File: config.mk
export PLATFORM = sky130hd
export DESIGN_NAME = glr_mod_unit
export DESIGN_NICKNAME = d
export VERILOG_FILES = /design/src/hw/rtl/glr_pkg.sv /design/src/hw/rtl/glr_mod_unit.sv
export SDC_FILE = /design/constraint.sdc
export NUM_CORES = 1
export LEC_CHECK = 0
export BUFFER_PORTS_ARGS = -buffer_cell sky130_fd_sc_hd__buf_4
export CORE_UTILIZATION = 30
export CTS_CLUSTER_DIAMETER = 60
export DETAILED_ROUTE_END_ITERATION = 10
export GPL_TIMING_DRIVEN = 0
export SLEW_MARGIN = 5
export SYNTH_ARGS = -nofsm -noshare
export SYNTH_HDL_FRONTEND = slang
export SYNTH_SLANG_ARGS = --single-unit
File: constraint.sdc
create_clock -name clk -period 2.42 [get_ports clk]
set_input_delay 0 -clock clk [delete_from_list [all_inputs] [get_ports clk]]
set_output_delay 0 -clock clk [all_outputs]
set_load 0.1 [all_outputs]
File: src/hw/rtl/glr_pkg.sv
`timescale 1ns / 1ps
// ----------------------------------------------------------------------------
// Layer rotation package
// Shared constants, command and register codes and the control types that
// pass between the sequencer and the serial remainder unit.
// ----------------------------------------------------------------------------
package glr_pkg;

	localparam int ROT_W      = 30;
	localparam int CFG_DATA_W = 30;
	localparam int CFG_IDX_W  = 2;

	localparam logic [CFG_IDX_W-1:0] CFG_ROW_COUNT      = 2'd0;
	localparam logic [CFG_IDX_W-1:0] CFG_COLUMN_COUNT   = 2'd1;
	localparam logic [CFG_IDX_W-1:0] CFG_ROTATION_COUNT = 2'd2;

	localparam logic CMD_WRITE = 1'b0;
	localparam logic CMD_READ  = 1'b1;

	localparam logic [ROT_W-1:0] ROTATION_RESET = 30'd1;

	typedef struct packed {
		logic start;
	} mod_ctrl_t;

	typedef struct packed {
		logic done;
	} mod_stat_t;

endpackage

File: src/hw/rtl/glr_mod_unit.sv
`timescale 1ns / 1ps
// ----------------------------------------------------------------------------
// Serial remainder unit
// Reduces the rotation count modulo the ring perimeter, one dividend bit
// per cycle with a single compare and subtract.
// ----------------------------------------------------------------------------
module glr_mod_unit #(
	parameter int PER_W = 8
) (
	input  logic                    clk,
	input  logic                    arst_n,
	input  glr_pkg::mod_ctrl_t      ctrl,
	input  logic [glr_pkg::ROT_W-1:0] dividend,
	input  logic [PER_W-1:0]        divisor,
	output glr_pkg::mod_stat_t      stat,
	output logic [PER_W-1:0]        remainder
);

	localparam int CNT_W = $clog2(glr_pkg::ROT_W + 1);

	logic [glr_pkg::ROT_W-1:0] dvd_q;
	logic [PER_W-1:0]          rem_q;
	logic [CNT_W-1:0]          cnt_q;
	logic                      busy_q;
	logic                      done_q;
	logic [PER_W:0]            trial;
	logic [PER_W:0]            diff;
	logic                      fits;

	assign trial = {rem_q, dvd_q[glr_pkg::ROT_W-1]};
	assign fits  = trial >= {1'b0, divisor};
	assign diff  = trial - {1'b0, divisor};

	always_ff @(posedge clk or negedge arst_n) begin
		if (!arst_n) begin
			busy_q <= 1'b0;
			done_q <= 1'b0;
			cnt_q  <= '0;
		end else begin
			done_q <= 1'b0;
			if (ctrl.start) begin
				busy_q <= 1'b1;
				cnt_q  <= CNT_W'(glr_pkg::ROT_W);
			end else if (busy_q) begin
				cnt_q <= cnt_q - CNT_W'(1);
				if (cnt_q == CNT_W'(1)) begin
					busy_q <= 1'b0;
					done_q <= 1'b1;
				end
			end
		end
	end

	always_ff @(posedge clk) begin
		if (ctrl.start) begin
			dvd_q <= dividend;
			rem_q <= '0;
		end else if (busy_q) begin
			dvd_q <= dvd_q << 1;
			rem_q <= fits ? diff[PER_W-1:0] : trial[PER_W-1:0];
		end
	end

	assign stat.done = done_q;
	assign remainder = rem_q;

endmodule

### Word level (Yosys, flattened, before mapping)

Index checks and enable logic that the tools add are counted.

| operators by class | value |
|---|---|
| add/subtract/negate cells | 2 |
| $mul | 0 |
| div/mod/pow operators | 0 |
| magnitude comparators | 1 |
| eq/ne operators | 1 |
| shifts and indexed selects | 0 |
| mux-type cells | 11 |
| bitwise logic cells | 0 |
| reductions and logical operators | 1 |

Operator list:

| operator | count |
|---|---|
| $mux 30 | 2 |
| $mux 5 | 2 |
| $ge 9x8->1 | 1 |
| $mux 8 | 1 |
| $sub 8x8->8 | 1 |
| $mux 1 | 6 |
| $eq 5x1->1 const B | 1 |
| $sub 5x1->5 const B | 1 |
| $reduce_bool 2->1 | 1 |

| storage, ports and cells | value |
|---|---|
| bits in registers | 45 |
| latch bits | 0 |
| bits in writable memories | 0 |
| bits in read-only memories | 0 |
| input port bits | 41 |
| output and inout port bits | 9 |
| logic and storage cells | 21 |
| memories kept | 0 |

### Longest topological paths before layout

Gate-level depths: netlist of run 1.

| depth | value |
|---|---|
| depth after elaboration | 4 |
| gate-level depth with buffers | 8 |
| gate-level depth less buffers | 8 |

### Worst setup path after synthesis of run 1

Ideal clock, no wire load.

| timing | value |
|---|---|
| kind | flip-flop to flip-flop |
| start point | register rem_q[0], in the netlist remainder[0] |
| end point | register rem_q[6], in the netlist remainder[6] |
| library setup time | 0.124 ns |
| arrival time | 2.357 ns |
| data required time | 2.296 ns |
| setup slack | -0.060 ns |
| cell stages (with the launch flop) | 8 |
| path buffers | 0 |
| period minus slack after synthesis | 2.480 ns |
| cells stage by stage | dfxtp_1 inv_1 fa_1 nand2b_1 a21oi_1 nor4_1 a2111oi_2 o31ai_1 |

| between the ends | value |
|---|---|
| cells in the longest elaborated chain, start to end | 2 |
| elaborated cells between the ends (all ways) | 3 |
| classes of those cells | add/sub (1); order compare (1); mux (1) |

Ends and longest elaborated chain:

| element | RTL line | RTL |
|---|---|---|
| from (decl) | glr_mod_unit.sv:22 | `logic [PER_W-1:0] rem_q;` |
| from (signal assigned) | glr_mod_unit.sv:60 | `rem_q <= fits ? diff[PER_W-1:0] : trial[PER_W-1:0];` |
| $sub 8x8->8 / $ge 9x8->1 (equally long branches) | glr_mod_unit.sv:32, glr_mod_unit.sv:31 |  |
| $mux 8 * | glr_mod_unit.sv:60 |  |

Every way passes the cells marked *; elsewhere a longest branch is shown, timed or not.
A chain may end at the register's enable or synchronous reset.

### Worst setup path in the final report of run 1

| timing | value |
|---|---|
| start point | register dvd_q[29] (netlist name) |
| end point | register rem_q[6], in the netlist remainder[6] |

| between the ends | value |
|---|---|
| cells in the longest elaborated chain, start to end | 2 |
| elaborated cells between the ends (all ways) | 3 |
| classes of those cells | add/sub (1); order compare (1); mux (1) |

Ends and longest elaborated chain:

| element | RTL line | RTL |
|---|---|---|
| from (decl) | glr_mod_unit.sv:21 | `logic [glr_pkg::ROT_W-1:0] dvd_q;` |
| from (signal assigned) | glr_mod_unit.sv:56 | `dvd_q <= dividend;` |
| from (signal assigned) | glr_mod_unit.sv:59 | `dvd_q <= dvd_q << 1;` |
| $sub 8x8->8 / $ge 9x8->1 (equally long branches) | glr_mod_unit.sv:32, glr_mod_unit.sv:31 |  |
| $mux 8 * | glr_mod_unit.sv:60 |  |

Marks and branches as above.

==> flow_summary.yaml, run 1 <==
yosys:
  yosys_warnings: 0
  synth-seq-cells: 45
  synthCells: 194
  synth_compound_area_share_pct: 9.761
  synthArstFlopShare_pct: 15.56
  avgSynthCellArea_sq_um: 12.16
  synth-seq-area-share_pct: 52.41
  ys.flop_type: "edfxtp_1"
  synth_top_family_by_area: "multiplexers"
  synth_fa_ha_area_share_pct: 6.154
  synth.distinct_cells: 43
  synth.area.top_cells: "edfxtp_1 38%, mux2_2 14%, dfrtp_1 7.4%"
  synth_nets: 246
  syn-cell-area_sq_mm: 0.002359
  synthSimpleGateAreaFrac_pct: 10.29
  synth-edff-count: 30
  synthMuxAreaShare_pct: 14.69
  synth_top_cell_by_area: "edfxtp_1"
  synth-xor-area-share_pct: 2.971
  synth_top_area_share_pct: 38.20
floorplanning:
  die_h_um: 90.67
  initial_core_util_pct: 31.84
  pin_count: 50
  die_area_sq_mm: 0.008220
  rows: 31
  die_w_um: 90.67
  coreArea_sq_mm: 0.007408
drt:
  viasPerCell: 4.583
  drtPass1Iterations: 4
  drt_iter0_drc: 47
  num_vias: 1705
  wirelength_um: 4584
  route.detailed.drc: 0
  routedWlPerCell_um: 12.32
  ant_nets: 0
sta:
  hold_viol: 0
  fmax_ghz: 0.4638
  relSlewSlack_pct: 64.53
  setup_viol: 0
  setup-tns-final_ns: 0
  fin_crit_sh_pct: 89.10
  fin_crit_ns: 2.156
  rsz0062_at_grt: "false"
  worst_pin_slew_ns: 0.5314
  skew_ns: 0.003799
  maxSlewViolCount: 0
final_layout:
  fillers: 710
  drive_above_1_share_pct: 36.26
  area_delta_synth_final_pct: 34.96
  n_antenna_cell: 0
  fin_nets: 324
  postLayoutCoreUtil_pct: 42.97
  multi_input_area_sq_mm: 0.001037
  seqCellArea_sq_mm: 0.001239
placed_design:
  portBuffers: 49
  place.gp.congestion: 0.7510
  dp_hpwl_um: 3260
clock_network:
  cts_tree: "built"
  cts.sinks: 45
  root_buffer: "clkbuf_8"
  clk_pin_slew_ns: 0.09
  ctsHtreeMaxLevel: 2
  clock_latency_ns: 0.29
  clockBufferDepth: 2
  cts_buffers: 5
global_route:
  grt_pass1_wl_um: 7610
  grt_pass1_vias: 1636
  grt_usage_pct: 11.54
  gr-total-overflow: 0
  grt_max_degree: 31
  antenna_found_initial: 0
critical_path:
  critPathCaptureType: "register"
  crit_path_start_kind: "register"
  cp.arrival_ns: 2.33
  required_ns: 2.60
  r2r_setup_slack_ns: 0.26
  worstPathMaxFanout: 3
  worstSetupPathType: "register to register"
power_and_ir_drop:
  total_power_mw: 2.930
  p_leak_nw: 1.305
  power_density_mw_per_mm2: 920.4
  ir_worst_vdd_v: 0.0003030
status:
  status: "complete, no violations"
min_path:
  hold_class: "primary input to register"
job:
  cap_violations: 0
-- metrics by stage --
stage / instances / hold slack (ns) / area [sq um] / setup slack [ns]
4_1_cts: 366 / 0.000003608 / 3119 / 0.05673
6_report: 372 / 0.009624 / 3183 / 0.2639
5_1_grt: 372 / 0.001722 / 3183 / 0.1140
3_3_place_gp: 342 / -0.1790 / 2853 / 0.1242
3_5_place_dp: 342 / -0.1795 / 2853 / 0.05701
2_1_floorplan: 194 / -0.2956 / 2361 / 0.006978
-- final timing paths --
kind / startpoint / to / cells after the start
min reg2reg: remainder[3]$_SDFFE_PP0P_ / remainder[3]$_SDFFE_PP0P_ / 2
max in group asynchronous: arst_n / stat$_DFF_PN0_ / 2
min: dividend[20] / dvd_q[20]$_DFFE_PP_ / 2
min in group asynchronous: arst_n / cnt_q[3]$_DFFE_PN0P_ / 2
max reg2reg: dvd_q[29]$_DFFE_PP_ / remainder[6]$_SDFFE_PP0P_ / 8
max: dvd_q[29]$_DFFE_PP_ / remainder[6]$_SDFFE_PP0P_ / 8
-- worst max-delay path, stage by stage (launching register included) --
cell and delay [ns]:
edfxtp_1 0.35, inv_1 0.05, ha_1 0.22, fa_1 0.42, nand2b_1 0.19, a21oi_1 0.24
nor4_1 0.10, a2111oi_2 0.37, o31ai_1 0.10
-- synth_stat cells (3+ instances only) --
cell / n
dfxtp_1: 8
ha_1: 10
nand2_1: 9
dfrtp_1: 7
nor2_1: 13
nor2b_1: 4
nand3_1: 3
o21ai_0: 8
xnor2_1: 5
xor2_1: 3
edfxtp_1: 30
mux2_2: 29
a21oi_2: 3
inv_1: 15
nand2b_1: 9
a21oi_1: 4
a32oi_1: 3
-- logic make-up (layout without fill, tap and decap cells) --
| kind of cell | after synthesis | after routing |
|---|---|---|
| buffers and inverters | 21 | 100 |
| AND/OR/NAND/NOR | 47 | 47 |
| flip-flops | 45 | 45 |
| multiplexers | 31 | 31 |
| XOR/XNOR | 8 | 8 |
| AO/OA/AOI/OAI | 31 | 31 |
| adder cells (fa/ha/maj) | 11 | 11 |
-- sequential cells by signal, summed over array words and instances, names as in the netlist --
signal	cells
dvd_q	30
remainder	8
cnt_q	5
busy_q	1
stat	1
-- cell usage in the layout (no fill, tap or decap), types with 2 or more instances in the layout --
cell / Yosys / routed
dfrtp_1: 7 / 7
xnor2_1: 5 / 5
ha_1: 10 / 10
buf_4: 0 / 49
nand2b_1: 9 / 9
xor2_1: 3 / 3
a211oi_1: 2 / 2
a21oi_1: 4 / 4
o21ai_0: 8 / 8
nand3_1: 3 / 3
dfxtp_2: 0 / 2
a32oi_1: 3 / 3
edfxtp_1: 30 / 30
dfxtp_1: 8 / 6
a21oi_2: 3 / 3
mux2i_1: 2 / 2
buf_1: 2 / 2
clkinvlp_4: 0 / 2
clkbuf_8: 0 / 5
inv_1: 15 / 14
clkbuf_1: 2 / 3
nor2b_1: 4 / 4
nand2_1: 9 / 9
o31ai_1: 2 / 2
nor2_1: 13 / 12
mux2_2: 29 / 29
dlygate4sd3_1: 0 / 21
-- area by class of cell --
| cell class | count | area share, % |
|---|---|---|
| flip-flops and latches | 45 | 38.92 |
| multi-input cells | 128 | 32.59 |
| repair buffers | 70 | 18.16 |
| well taps | 99 | 3.892 |
| clock buffers | 7 | 3.066 |
| inverters | 15 | 1.887 |
| plain buffers | 6 | 0.9827 |
| clock inverters | 1 | 0.2752 |
| repair inverters | 1 | 0.2358 |
-- layer usage --
metal	vias up	part of all wire [%]	wire, um	global-route usage (%)
met5	-	0	0	0
met4	0	0.74	34	2.823
met3	5	4.5	204	3.030
met2	37	44	2029	17.17
met1	805	51	2316	16.57
li1	858	-	-	-
-- what timing repair did --
| item | in CTS | in global routing |
|---|---|---|
| endpoints found under the setup margin | 0 | 30 |
| resized for setup | 0 | 3 |
| hold buffers | 16 | 5 |
| buffers inserted | 0 | 0 |
| endpoints found under the hold margin | 22 | 5 |
-- power by group --
group	switching, mW	internal (mW)
sequential	0.0882	0.948
clock	0.261	0.269
combinational	0.871	0.493
Power figures use the tool's default switching activity.
==> run 2: changes to the inputs <==
--- a/config.mk
+++ b/config.mk
@@ -5,12 +5,13 @@
 export SDC_FILE = /design/constraint.sdc
 export NUM_CORES = 1
 export LEC_CHECK = 0
+export ABC_AREA = 1
 export BUFFER_PORTS_ARGS = -buffer_cell sky130_fd_sc_hd__buf_4
 export CORE_UTILIZATION = 30
-export CTS_CLUSTER_DIAMETER = 60
+export CTS_CLUSTER_DIAMETER = 50
 export DETAILED_ROUTE_END_ITERATION = 10
 export GPL_TIMING_DRIVEN = 0
-export SLEW_MARGIN = 5
+export SLEW_MARGIN = 20
 export SYNTH_ARGS = -nofsm -noshare
 export SYNTH_HDL_FRONTEND = slang
 export SYNTH_SLANG_ARGS = --single-unit
==> flow_summary.yaml, run 2 <==
power_and_ir_drop:
  p_comb_share_pct: 46.9
  power_density_mw_per_mm2: 815.7
  ir_worst_vdd_v: 0.0002663
  seqPwrFrac_pct: 36.9
  p_sw_share_pct: 43.16
  p_int_mw: 1.554
  clkPwrFrac_pct: 16.3
  p_switching_mw: 1.180
  p_leak_nw: 1.701
yosys:
  ys.flop_type: "edfxtp_1"
  synth-seq-cells: 45
  synth-seq-area-share_pct: 49.77
  synth.area.top_cells: "edfxtp_1 36%, nand2_1 22%, dfrtp_1 7.1%"
  synth_commonest_cells: "144 x nand2_1, 32 x inv_1, 30 x edfxtp_1, 17 x nand3_1, 12 x nor2_1"
  yosys_warnings: 0
  synth.most_common_cell: "nand2_1"
  syn-cell-area_sq_mm: 0.002484
  avgSynthCellArea_sq_um: 8.090
  synth_top_cell_by_area: "edfxtp_1"
  synth-edff-count: 30
  synth_top_area_share_pct: 36.27
  synthArstFlopShare_pct: 15.56
  synth_nets: 359
  synthCells: 307
  synth.distinct_cells: 30
floorplanning:
  coreArea_sq_mm: 0.007848
  initial_core_util_pct: 31.65
  die_w_um: 92.99
  rows: 32
  pin_count: 50
  die_area_sq_mm: 0.008646
  die_h_um: 92.99
drt:
  ant_nets: 0
  drt_iter0_drc: 43
  drtPass1Iterations: 4
  wirelength_um: 5467
  routedWlPerCell_um: 11.04
  viasPerCell: 4.376
  num_vias: 2166
  route.detailed.drc: 0
global_route:
  grt_pass1_wl_um: 9680
  grt_usage_pct: 13.83
  grt_pass1_vias: 2203
  grtUsageMet2_pct: 24.75
  grtUsageMet1_pct: 17.34
  grt-busiest-layer: "met2"
  gr-total-overflow: 0
  met3_usage_pct: 2.358
  antenna_found_initial: 0
  grt_max_degree: 32
status:
  status: "complete, no violations"
critical_path:
  crit_top_cell: "nand2_1"
  cp_cell_sequence: "inv_1 > ha_1 > fa_1 > nor2_1 > o21ai_0 > nand2_1 > nand2_1 > nand2_1 > nand2_1 > nand3_1 > nand2_1"
  cpLargestDelayFamily: "adder cells"
  critPathCaptureType: "register"
  crit_path_start_kind: "register"
  critPathBufInv: 1
  worstSetupPathType: "register to register"
  critPathMaxStageDelay_ns: 0.40
  required_ns: 2.62
  crit_slowest_cell: "fa_1"
  worstPathMaxFanout: 2
  cp.arrival_ns: 1.92
clock_network:
  cts.sinks: 45
  ctsHtreeMaxLevel: 2
  clock_latency_ns: 0.29
  cts_tree: "built"
  cts_buffers: 5
  clk_pin_slew_ns: 0.09
  root_buffer: "clkbuf_8"
  ctsResizeCount: 0
  clockBufferDepth: 2
  hold_buffers: 30
  post-cts-setup-buffers: 0
min_path:
  hold_class: "primary input to register"
final_layout:
  final_common_cell: "nand2_1"
  layout_common_cells: "144 x nand2_1, 48 x buf_4, 31 x inv_1"
  fin_nets: 444
  drive_above_1_share_pct: 17.56
  largest_register_ff_count: 30
  fillers: 823
  top_register: "dvd_q"
  n_antenna_cell: 0
  postLayoutCoreUtil_pct: 42.71
  area_delta_synth_final_pct: 34.96
sta:
  fmax_ghz: 0.5803
  rsz0062_at_grt: "false"
  relSlewSlack_pct: 58.18
  worst_pin_slew_ns: 0.6263
  fin_crit_ns: 1.723
  skew_ns: 0.01178
  fin_crit_sh_pct: 71.21
  hold_viol: 0
  setup-tns-final_ns: 0
  setup_viol: 0
  maxSlewViolCount: 0
placed_design:
  dp_hpwl_um: 3899
  portBuffers: 48
  place.gp.congestion: 0.8455
job:
  cap_violations: 0
## run 2: cell types whose count changed after synthesis, sizes merged, moves of 5 or more
cell,before,now
xnor2,5,0
nand3,3,19
nand2,9,145
nand2b,9,0
mux2,29,0
nand3b,0,6
clkbuf,2,7
inv,15,34
## run 2: cells by family (layout without fill, tap and decap cells)
kind of cell | after synthesis | count (layout) | synth area share [%]
AO/OA/AOI/OAI | 11 | 11 | 2.569
flip-flops | 45 | 45 | 49.77
buffers and inverters | 42 | 128 | 6.398
adder cells (fa/ha/maj) | 11 | 11 | 5.844
AND/OR/NAND/NOR | 195 | 195 | 34.36
XOR/XNOR | 3 | 3 | 1.058
## run 2: path summary, 6_finish.rpt
path,start,slack [ns],to,cells past startpoint
min reg2reg,remainder[1]$_SDFFE_PP0P_,0.50,remainder[1]$_SDFFE_PP0P_,2
min in group asynchronous,arst_n,0.05,stat$_DFF_PN0_,2
min,dividend[10],0.02,dvd_q[10]$_DFFE_PP_,3
max reg2reg,dvd_q[29]$_DFFE_PP_,0.70,remainder[6]$_SDFFE_PP0P_,11
max in group asynchronous,arst_n,2.24,cnt_q[4]$_DFFE_PN0P_,2
max,dvd_q[29]$_DFFE_PP_,0.70,remainder[6]$_SDFFE_PP0P_,11
## run 2: power by group through the flow
stage | logic, mW | registers [mW] | clock network, mW
2_1_floorplan | 0.631 | 1.35 | 0
3_3_place_gp | 1.24 | 1.02 | 0
3_5_place_dp | 1.24 | 1.02 | 0
4_1_cts | 1.29 | 1.01 | 0.461
5_1_grt | 1.42 | 1.02 | 0.486
6_report | 1.28 | 1.01 | 0.444
## run 2: final cells by class
class,instances,area [sq um],share of cell area (%)
plain buffers,8,31.28,0.9332
clock buffers,7,76.32,2.277
clock inverters,1,3.754,0.1120
inverters,34,127.6,3.807
multi-input cells,220,1089,32.47
flip-flops and latches,45,1236,36.88
well taps,102,127.6,3.807
repair buffers,78,660.6,19.71
## run 2: metrics by stage
step                      cell area [sq um]  hold WS, ns  instances  worst slack, ns  power [mW]
after CTS                              3352     0.008771        495           0.6965       2.755
after floorplan                        2484      -0.2956        307           0.1715       1.982
after global placement                 2972      -0.1798        457           0.7061       2.256
after detailed placement               2972      -0.1795        457           0.7039       2.266
after global routing                   3352      0.02633        495           0.5359       2.929
final                                  3352      0.01720        495           0.6968       2.734
## run 2: worst register-to-register path: cells and delay by family, from the launching register on
family,cells,cell delay (ns)
adders and majority gates,2,0.60
and+or+nand+nor,7,0.52
DFF,1,0.32
AOI/OAI and AO/OA,1,0.15
buffers and inverters,1,0.06
## run 2: metal layers
layer,part of all wire [%],vias to the layer above,routed length (um)
met5,0,-,0
met1,47,968,2591
met3,4.2,4,229
li1,-,1142,-
met2,48,52,2607
met4,0.71,0,39
==> run 3: changes to the inputs <==
==> constraint.sdc (replaced) <==
create_clock -name clk -period 1.41 [get_ports clk]
set_input_delay 0 -clock clk [delete_from_list [all_inputs] [get_ports clk]]
set_output_delay 0 -clock clk [all_outputs]
set_load 0.1 [all_outputs]
==> flow_summary.yaml, run 3 (synthesis gave the netlist of run 2 again) <==
critical_path:
  startpoint: "dvd_q[29]$_DFFE_PP_"
  crit_path_start_kind: "register"
  cp_cell_sequence: "inv_2 > ha_4 > fa_2 > nor2_4 > o21ai_2 > nand2_1 > nand2_1 > nand2_1 > nand2_1 > nand3_1 > nand2_1"
  r2r_end: "remainder[6]$_SDFFE_PP0P_"
  crit_top_cell: "nand2_1"
  critPathCaptureType: "register"
  critPathMaxStageDelay_ns: 0.37
  cp.depth: 11
  r2r_setup_slack_ns: -0.14
  crit_slowest_cell: "fa_2"
  worstSetupPathType: "register to register"
  reg2regPathDepth: 11
  cpLargestDelayFamily: "adder cells"
  worstPathMaxFanout: 2
  crit_end: "remainder[6]$_SDFFE_PP0P_"
  critPathBufInv: 1
  cp.arrival_ns: 1.74
  r2r_start: "dvd_q[29]$_DFFE_PP_"
  required_ns: 1.60
floorplanning:
  die_w_um: 92.99
  die_h_um: 92.99
  rows: 32
  initial_core_util_pct: 31.65
  pin_count: 50
  die_area_sq_mm: 0.008646
  coreArea_sq_mm: 0.007848
final_layout:
  seqCellArea_sq_mm: 0.001264
  fin_nets: 460
  n_antenna_cell: 0
  final_common_cell: "nand2_1"
  final_cell_count_no_fill: 511
  top_register: "dvd_q"
  fillers: 792
  postLayoutCoreUtil_pct: 48.15
  drive_above_1_share_pct: 32.27
  layout_common_cells: "130 x nand2_1, 62 x buf_4, 31 x dlygate4sd3_1"
  largest_register_ff_count: 30
  area_delta_synth_final_pct: 52.14
  multi_input_area_sq_mm: 0.001330
  finalInstanceArea_sq_mm: 0.003779
power_and_ir_drop:
  p_sw_share_pct: 41.63
  p_int_mw: 3.285
  p_comb_share_pct: 51.1
  p_switching_mw: 2.343
  ir_worst_vdd_v: 0.0005408
  p_leak_nw: 1.829
  total_power_mw: 5.628
  power_density_mw_per_mm2: 1490
  seqPwrFrac_pct: 31.6
  clkPwrFrac_pct: 17.3
global_route:
  grt_pass1_vias: 2297
  grt_usage_pct: 14.75
  grt_pass1_wl_um: 10020
  gr-total-overflow: 0
  antenna_found_initial: 0
  grtUsageMet1_pct: 17.99
  grt-busiest-layer: "met2"
  grtUsageMet2_pct: 25.67
  met3_usage_pct: 3.171
  grt_max_degree: 15
clock_network:
  root_buffer: "clkbuf_8"
  ctsHtreeMaxLevel: 2
  clk_pin_slew_ns: 0.09
  cts_buffers: 5
  cts.sinks: 45
  clockBufferDepth: 2
  cts_tree: "built"
  clock_latency_ns: 0.30
status:
  status: "complete, but fails checks"
  violations: "setup timing"
sta:
  skew_ns: 0.008202
  maxSlewViolCount: 0
  worst_pin_slew_ns: 0.4673
  setup-tns-final_ns: -0.8776
  relSlewSlack_pct: 68.73
  hold_viol: 0
  fin_crit_ns: 1.548
  fin_crit_sh_pct: 109.8
  fin_ws_ns: -0.1376
  fmax_ghz: 0.6462
  setup_viol: 21
  rsz0062_at_grt: "true"
drt:
  drtPass1Iterations: 4
  wirelength_um: 6006
  routedWlPerCell_um: 11.75
  ant_nets: 0
  num_vias: 2298
  drt_iter0_drc: 73
  route.detailed.drc: 0
  viasPerCell: 4.497
job:
  cap_violations: 0
placed_design:
  dp_hpwl_um: 3876
  place.gp.congestion: 0.8332
  place_inst: 457
  portBuffers: 48
  placed_area_sq_mm: 0.003077
min_path:
  hold_class: "primary input to async pin"
## run 3: changes by cell type in the layout (fill, tap and decap cells not counted), sizes merged
cell	change
buf	+14
bufinv	+1
clkbuf	-1
clkinvlp	+2
dlygate4sd3	+1
inv	-1
## run 3: how the worst min path moves through the flow
stage	from	to	slack (ns)	depth (start not counted)
3_5_place_dp	arst_n	stat$_DFF_PN0_	-0.18	1
5_1_grt	arst_n	busy_q$_DFF_PN0_	0.05	2
3_3_place_gp	arst_n	stat$_DFF_PN0_	-0.18	1
2_1_floorplan	arst_n	busy_q$_DFF_PN0_	-0.30	0
4_1_cts	dividend[10]	dvd_q[10]$_DFFE_PP_	0.002	3
6_report	arst_n	busy_q$_DFF_PN0_	0.04	2
## run 3: timing repair
item                                    4_1_cts  5_1_grt
gates cloned                                  1        0
pin swaps                                    21       17
setup buffers                                14        0
hold buffers                                 30        1
endpoints found under the setup margin       39       42
endpoints found under the hold margin        36        1
gates resized for setup                      30       14
## run 3: layer usage
metal  up-vias  routed length [um]
li1       1175                   -
met3         9                 210
met1      1060                2708
met5         -                   0
met4         0                  94
met2        54                2992
## run 3: final cells by class
class                   instances  share of cell area (%)
well taps                     102                   3.377
multi-input cells             220                   35.20
inverters                      34                   3.543
clock inverters                 2                  0.9272
flip-flops and latches         45                   33.44
clock buffers                   6                   1.921
repair buffers                 93                   20.53
repair inverters                1                  0.1987
plain buffers                   8                  0.8609
## run 3: power by group through the flow
| stage | registers (mW) | logic [mW] | clock network, mW |
|---|---|---|---|
| final | 1.78 | 2.88 | 0.975 |
| after global routing | 1.80 | 3.11 | 1.05 |
| after global placement | 1.82 | 2.25 | 0 |
| after CTS | 1.77 | 2.74 | 0.996 |
| after detailed placement | 1.82 | 2.26 | 0 |
| after floorplan | 2.40 | 1.18 | 0 |
## run 3: metrics by stage
stage                     hold WS [ns]  setup slack, ns
after global routing           0.05126          -0.2217
after global placement         -0.1793          -0.2412
after detailed placement       -0.1805          -0.2844
after CTS                     0.001853          -0.2097
final                          0.04310          -0.1376
after floorplan                -0.2956          -0.1863
